**config.mk**
```make
export PLATFORM = sky130hd
export DESIGN_NAME = ipdp_ram
export DESIGN_NICKNAME = d
export VERILOG_FILES = /design/src/rtl/interval_partition_dp_macros.svh /design/src/rtl/ipdp_ram.sv
export SDC_FILE = /design/constraint.sdc
export NUM_CORES = 1
export LEC_CHECK = 0
export ABC_AREA = 1
export BUFFER_PORTS_ARGS = -buffer_cell sky130_fd_sc_hd__buf_2
export CAP_MARGIN = 20
export CORE_MARGIN = 2
export CORE_UTILIZATION = 35
export DETAILED_ROUTE_END_ITERATION = 10
export SLEW_MARGIN = 20
export SYNTH_ARGS = -nofsm -noshare
export SYNTH_HDL_FRONTEND = slang
export SYNTH_SLANG_ARGS = --single-unit
export TNS_END_PERCENT = 30
```
**constraint.sdc**
```tcl
create_clock -name clk -period 1.66 [get_ports clk]
set_input_delay 0.249 -clock clk [delete_from_list [all_inputs] [get_ports clk]]
set_output_delay 0.249 -clock clk [all_outputs]
set_load 0.02 [all_outputs]
```
**src/rtl/interval_partition_dp_macros.svh**
```systemverilog
// ----------------------------------------------------------------------------
// interval_partition_dp_macros.svh
// Assertion macros for the interval partition block.
// ----------------------------------------------------------------------------
`ifndef INTERVAL_PARTITION_DP_MACROS_SVH
`define INTERVAL_PARTITION_DP_MACROS_SVH
`ifndef SYNTHESIS
`define IPDP_ASSERT_IMP(label, clk, rst, ante, cons) \
  label: assert property (@(posedge clk) disable iff (rst) (ante) |-> (cons)) \
    else $error("ipdp: implication check failed");
`define IPDP_ASSERT_NXT(label, clk, rst, ante, cons) \
  label: assert property (@(posedge clk) disable iff (rst) (ante) |=> (cons)) \
    else $error("ipdp: next-cycle check failed");
`else
`define IPDP_ASSERT_IMP(label, clk, rst, ante, cons)
`define IPDP_ASSERT_NXT(label, clk, rst, ante, cons)
`endif
`endif

```
**src/rtl/ipdp_ram.sv**
```systemverilog
// ----------------------------------------------------------------------------
// ipdp_ram
// Simple dual-port RAM, one write and one registered read per cycle.
// ----------------------------------------------------------------------------
`timescale 1ns / 1ps
module ipdp_ram #(
  parameter int W  = 8,
  parameter int AW = 4
) (
  input  logic          clk,
  input  logic          we,
  input  logic [AW-1:0] waddr,
  input  logic [W-1:0]  wdata,
  input  logic          re,
  input  logic [AW-1:0] raddr,
  output logic [W-1:0]  rdata
);
  logic [W-1:0] mem [(1<<AW)];

  always_ff @(posedge clk) begin
    if (we) begin
      mem[waddr] <= wdata;
    end
    if (re) begin
      rdata <= mem[raddr];
    end
  end
endmodule

```
== Word level (Yosys, flattened, before mapping) ==
Memories as Yosys holds them, arrays and structs flattened. A register that Yosys moved wholly into a read port is not among the register bits.
Index checks and enable logic that the tools add are counted.

* Bits of input ports: 19
* Memories: 1
* Flip-flop bits (word level): 0
* Logic and storage cells: 3
* Memory bits (writable): 128
* Bits in latches: 0
* ROM bits: 0

{| class="wikitable"
|+ Memories
! memory !! depth !! bits a word !! rd ports !! clocked after Yosys merged registers in !! wr ports !! RTL line !! source
|-
| mem || 16 || 8 || 1 || 1 || 1 || ipdp_ram.sv:18 || <nowiki>logic [W-1:0] mem [(1<<AW)];</nowiki>
|}

* Reduce and logical (&&, ||, !) cells: 0
* Multipliers: 0
* Bitwise logic cells: 0
* Mux-type cells: 2
* $add $sub $neg: 0
* Order comparisons: 0
* Equal/unequal tests: 0
* Div/mod/pow operators: 0
* Shifts and indexed selects: 0

{| class="wikitable"
|+ Operators with widths
! operator !! count
|-
| 1-bit two-way mux || 2
|}

== Longest topological paths before layout ==
Gate-level depths: netlist of the first run.

* Word-level depth: 2
* Depth in mapped cells: 8
* Gate-level depth less buffers: 7

== Least setup slack after synthesis of the first run ==
No wires, ideal clock.

* Path kind: input port to flip-flop
* Start point: input waddr[2]
* End point: memory mem[10][0] (enable)
* Buffers on the path: 0
* Cell stages on the path: 2
* Data arrival time: 0.830 ns
* Setup slack: 0.460 ns
* Library setup time: 0.370 ns
* Cell sequence: nand3b_1 nor2_1

{| class="wikitable"
|+ RTL lines
! item !! RTL line !! source
|-
| start, declared || ipdp_ram.sv:12 || <nowiki>input logic [AW-1:0] waddr,</nowiki>
|-
| end, declared || ipdp_ram.sv:18 ||
|}

Straight into the memory's write port.

== Worst setup path after layout of the first run ==
* Start point: register rdata[1] (read register of mem)
* End point: output rdata[1]

{| class="wikitable"
|+ RTL lines
! item !! RTL line !! source
|-
| start, declared || ipdp_ram.sv:16 || <nowiki>output logic [W-1:0] rdata</nowiki>
|}

No word-level cell between the ends.

==> results of run 1 <==
-- per-stage QoR --
stage	util	instances	hold slack (ns)	setup slack (ns)
finish	0.413	826	0.183	0.409
global route	0.413	826	0.173	0.376
CTS	0.413	826	0.167	0.388
detailed placement	0.382	795	0.613	0.168
global placement	0.382	795	0.614	0.182
floorplan	-	551	0.348	0.460
-- cells in the final DEF (no fill, tap or decap), types with 6 or more instances in the layout --
cell type,count
buf_2,26
clkbuf_16,17
inv_1,100
edfxtp_1,136
clkinv_2,6
nand2_1,173
buf_4,19
nand3_1,97
nor2_1,17
-- kinds of logic (layout without fill, tap and decap cells) --
family | count (synthesis) | in the layout
buffers and inverters | 126 | 181
AND/OR/NAND/NOR | 289 | 289
flip-flops | 136 | 136
-- layer usage --
layer | wire length, microns | global-route usage
met3 | 833 | 0.0518
met5 | 0 | 0
met4 | 279 | 0.0733
met1 | 6020 | 0.214
met2 | 5950 | 0.239
-- cells in the mapped netlist, drive strengths merged --
cell    instances  area, sq um
nand2         173          649
edfxtp        136         4080
inv           102          383
nand3          97          485
buf            24          166
nor2           17         63.8
nand3b          2         15.0
-- where the power goes --
group | internal, W | leakage, nW | total, W | switching [W]
clock | 0.00201 | 0.254 | 0.00334 | 0.00133
sequential | 0.00387 | 1.24 | 0.00389 | 0.0000192
combinational | 0.000142 | 1.42 | 0.000491 | 0.000349
total | 0.00602 | 2.91 | 0.00772 | 0.00170
-- path summary, 6_finish.rpt --
kind / start / endpoint / slack [ns] / cells past startpoint
worst max-delay path: rdata[1] / rdata[1] / 0.41 / 1
worst min-delay path: re / rdata[0] / 0.18 / 1
worst max register to register: mem[1][5] / rdata[5] / 0.48 / 6
worst min register to register: mem[2][0] / rdata[0] / 0.78 / 6
-- registers in the layout, summed over array words and instances (netlist names) --
signal / flops
rdata: 8
mem: 128
-- cell type report --
type                    instances  share of cell area
flip-flops and latches        136               0.600
repair buffers                 48              0.0489
inverters                     102              0.0562
clock inverters                12              0.0127
clock buffers                  19              0.0636
well taps                     220              0.0404
multi-input cells             289               0.178
==> out/metrics.yaml, run 1 <==
synth.area.mux_share: 0
multiInputGateArea_sq_um: 1210
routed_wl_microns: 13100
layout_min_cycle_time_ns: 1.25
clock_latency_ns: 0.42
portBuffers: 26
hold_path_class: "input port to flip-flop"
grt_usage: 0.160
insertedDiodeCount: 0
fmax_mhz: 799
required_ns: 1.41
skew_ns: 0.00619
power_density_nw_per_um2: 1130
worstMarginPinSlew_ns: 0.610
ys_ff_latch: 136
status: "finished clean"
crit_fanout: 1
clockRootBuffer: "clkbuf_16"
dr_total_vias: 3876
nNetsFinal: 613
core_sq_um: 16500
synthAdderAreaFrac: 0
fillers: 1595
synth_top_family_by_area: "simple AND/OR/NAND/NOR gates"
wl_per_cell_microns: 15.8
critPathLaunchType: "flip-flop"
drt_iter0_drc: 406
syn2layout_area_growth_pct: 16.4
syn_avg_cell_area_sq_um: 10.6
maxSlewViolCount: 0
cts_buffers: 17
setup-violations-final: 0
maxCapViolations: 0
seq_area_frac_synth: 0.698
synth_cell_types: 11
clock_sinks: 136
postCtsSetupRepairBufs: 0
gp_congestion: 0.819
cts_hold_buf: 0
critical-path-top-delay-family: "flip-flops"
cp_cell_sequence: "buf_2"
hold_violations: 0
grt_pass1_vias: 3951
antenna_found_initial: 0
worst_setup_path_end_kind: "primary output"
ir_drop_uv: 767
fin_tns_setup_ns: 0
timing.final.crit_share: 0.754
first_pass_iters: 5
relSlewSlack: 0.593
synth_area_sq_um: 5850
p_leak_nw: 2.91
grt_setup_unrepaired: "false"
dieWidth_microns: 133
cts_tree: "built"
placementRows: 47
viasPerCell: 4.69
finalInstanceArea_sq_um: 6810
power.total_w: 0.00772
die-area_sq_um: 17800
synth_compound_area_frac: 0
die_y_microns: 133
htree_levels: 4
grt_pass1_wl_microns: 21100
clk_path_buf_depth: 2
initial_core_util: 0.355
seqCellArea_sq_um: 4080
critPathBufInv: 1
yosys.area_share.simple: 0.208
synth-xor-area-share: 0
cp_slowest_stage_delay_ns: 0.40
cts_resized: 0
grt-ovfl-total: 0
drc_errors: 0
placed_area_sq_um: 6290
critPathKind: "flip-flop to primary output"
slowest_stage: "edfxtp_1"
synthCells: 551
place_hpwl_microns: 8260
ys_warn_count: 0
postRouteAntennaNets: 0
boundaryPins: 27
grt_max_degree: 65
synth.net_count: 570
cts.clk_slew.worst_paths_ns: 0.05
cp.arrival_ns: 1.00
drive_above_1_share: 0.125
(Power assumes the default switching activity.)
==> run 2: changes to the inputs <==
--- a/config.mk
+++ b/config.mk
@@ -5,7 +5,7 @@
 export SDC_FILE = /design/constraint.sdc
 export NUM_CORES = 1
 export LEC_CHECK = 0
-export ABC_AREA = 1
+export ABC_AREA = 0
 export BUFFER_PORTS_ARGS = -buffer_cell sky130_fd_sc_hd__buf_2
 export CAP_MARGIN = 20
 export CORE_MARGIN = 2
==> constraint.sdc (replaced) <==
create_clock -name clk -period 1 [get_ports clk]
set_input_delay 0.15 -clock clk [delete_from_list [all_inputs] [get_ports clk]]
set_output_delay 0.15 -clock clk [all_outputs]
set_load 0.02 [all_outputs]
==> run 2 against run 1 <==
Compared with the run above:
- core utilization is 3.6 points higher
- critical endpoint is now rdata[1]
- worst hold slack worse by 0.052 ns
- via count decreased by 36%
- sequential cell count stayed put
- global-route usage decreased by 1.8 points
- synthesized area is 11% lower
- the flow now finishes with violations (setup timing)
==> out/metrics.yaml, run 2 <==
grt_pass1_wl_microns: 16200
cts_buffers: 17
status: "finished, violations left"
grt_setup_unrepaired: "true"
cts_hold_buf: 0
grt-ovfl-total: 0
clock_latency_ns: 0.40
timing.final.crit_share: 1.42
ys_warn_count: 0
syn2layout_area_growth_pct: 25.3
insertedDiodeCount: 0
synthTopCellsByArea: "edfxtp_1, mux4_2, mux4_1"
die_y_microns: 126
synth_cell_types: 18
finalInstanceArea_sq_um: 6550
yosys-top-cells-count: "edfxtp_1, mux4_2, a22oi_1"
htree_levels: 4
largest_reg_flops: 128
die-area_sq_um: 15900
seq_area_frac_synth: 0.781
boundaryPins: 27
wl_per_cell_microns: 20.7
synth-edff-count: 136
pwr-share-clk: 0.466
synth_flop_cell: "edfxtp_1"
p_leak_nw: 2.20
place_hpwl_microns: 7000
cts_tree: "built"
crit_fanout: 1
maxSlewViolCount: 0
p_int_w: 0.0109
routed_wl_microns: 10400
final_cell_mix: "edfxtp_1, buf_4, mux4_2"
drc_errors: 0
top_register: "mem"
synth_top_area_frac: 0.781
antenna_found_initial: 0
timing.hold.ws_ns: 0.130
maxCapViolations: 0
initial_core_util: 0.358
hold_violations: 0
portBuffers: 26
slowest_stage: "mux4_2"
min_from: "re"
power_frac_comb: 0.056
synth.net_count: 248
core_sq_um: 14600
pwr-share-seq: 0.478
yosysTopAreaCell: "edfxtp_1"
grt_pass1_vias: 2671
clk_path_buf_depth: 2
synthCells: 229
top_regs: "mem (128), rdata (8)"
power_density_nw_per_um2: 2060
postRouteAntennaNets: 0
cp_slowest_stage_delay_ns: 0.48
clockRootBuffer: "clkbuf_16"
layout_min_cycle_time_ns: 1.42
synth.most_common_cell: "edfxtp_1"
final_cells: 503
grt_usage: 0.142
dieWidth_microns: 126
critPathKind: "flip-flop to flip-flop"
hold_path_class: "input port to flip-flop"
p_sw_frac: 0.194
nNetsFinal: 325
fmax_mhz: 704
clock_sinks: 136
critPathLaunchType: "flip-flop"
required_ns: 1.15
cp.arrival_ns: 1.57
dr_total_vias: 2485
synth_area_sq_um: 5230
p_switching_w: 0.00262
drive_above_1_share: 0.448
layout_commonest_cell: "edfxtp_1"
layout_setup_ws_ns: -0.421
critical-path-top-delay-family: "multiplexers"
worstMarginPinSlew_ns: 0.980
cp_cell_sequence: "mux4_2, a22oi_1, nand2_1"
crit_path_start: "mem[0][1]"
worst_setup_path_end_kind: "flip-flop"
placementRows: 44
dp_slack_ns: -0.775
gp_congestion: 0.732
placed_area_sq_um: 5870
ys_ff_latch: 136
relSlewSlack: 0.344
r2r-start: "mem[0][1]"
viasPerCell: 4.94
postSynth.asyncResetShare: 0
final_core_util: 0.449
violations: "setup timing"
first_pass_iters: 4
skew_ns: 0.00783
cts.clk_slew.worst_paths_ns: 0.06
syn_avg_cell_area_sq_um: 22.8
critPathBufInv: 0
drt_iter0_drc: 343
setup-violations-final: 16
grt_max_degree: 17
dp.cells: 471
ir_drop_uv: 1210
## run 2: cell types whose count changed in the layout (fill, tap and decap cells not counted), sizes merged, moves of 2 or more
cell | before | now
nand2b | 0 | 2
nand2 | 173 | 9
inv | 102 | 1
a22oi | 0 | 16
bufinv | 1 | 4
nor2 | 17 | 13
nand3 | 97 | 1
clkinv | 9 | 7
clkbuf | 19 | 17
buf | 48 | 68
mux4 | 0 | 32
nor3 | 0 | 4
## run 2: per-stage QoR
step	setup TNS, ns	power [W]
2_1_floorplan	-22.68	0.00696
3_3_place_gp	-42.86	0.00729
3_5_place_dp	-45.93	0.00731
4_1_cts	-4.35	0.0136
5_1_grt	-5.10	0.0140
6_report	-4.09	0.0135
## run 2: worst paths after layout
path | end | slack [ns] | depth (start not counted)
max | rdata[1] | -0.42 | 3
min reg2reg | rdata[1] | 0.75 | 3
min | rdata[0] | 0.13 | 1
max reg2reg | rdata[1] | -0.42 | 3
## run 2: area by class of cell
type,instances,area (sq um)
tap,184,230
multi-input combinational,83,1090
clock inverter,15,181
sequential,136,4080
fill,1196,8040
timing repair buffer,68,541
clock buffer,17,425
## run 2: power by group through the flow
stage	combinational, W	sequential, W	clock, W
6_report	0.000755	0.00647	0.00630
5_1_grt	0.000822	0.00648	0.00666
4_1_cts	0.000751	0.00646	0.00640
3_5_place_dp	0.000727	0.00658	0
3_3_place_gp	0.000718	0.00658	0
2_1_floorplan	0.000363	0.00660	0
## run 2: kinds of logic (layout without fill, tap and decap cells)
group                  Yosys count  count (layout)  share of synthesized area
AO/OA/AOI/OAI                   16              16                     0.0230
buffers and inverters           10             100                     0.0165
flip-flops                     136             136                      0.781
multiplexers                    32              32                      0.148
AND/OR/NAND/NOR                 35              35                     0.0314
## run 2: worst register-to-register path, cell delays in order, from the launching register on
cell	delay, ns
edfxtp_1	0.40
mux4_2	0.48
a22oi_1	0.21
nand2_1	0.08
## run 2: layer usage
| metal | wire length, microns | GRT usage | up-vias |
|---|---|---|---|
| met5 | 0 | 0 | - |
| met4 | 37 | 0.0349 | 0 |
| met3 | 608 | 0.0493 | 2 |
| met2 | 4970 | 0.214 | 67 |
| met1 | 4800 | 0.199 | 1292 |
| li1 | - | - | 1124 |
## run 2: repair_timing
item / 4_1_cts / 5_1_grt
buffers inserted: 0 / 0
hold endpoints to repair: 0 / 0
cloned: 0 / 0
pin swaps: 2 / 2
resized for setup: 8 / 13
endpoints found under the setup margin: 16 / 41
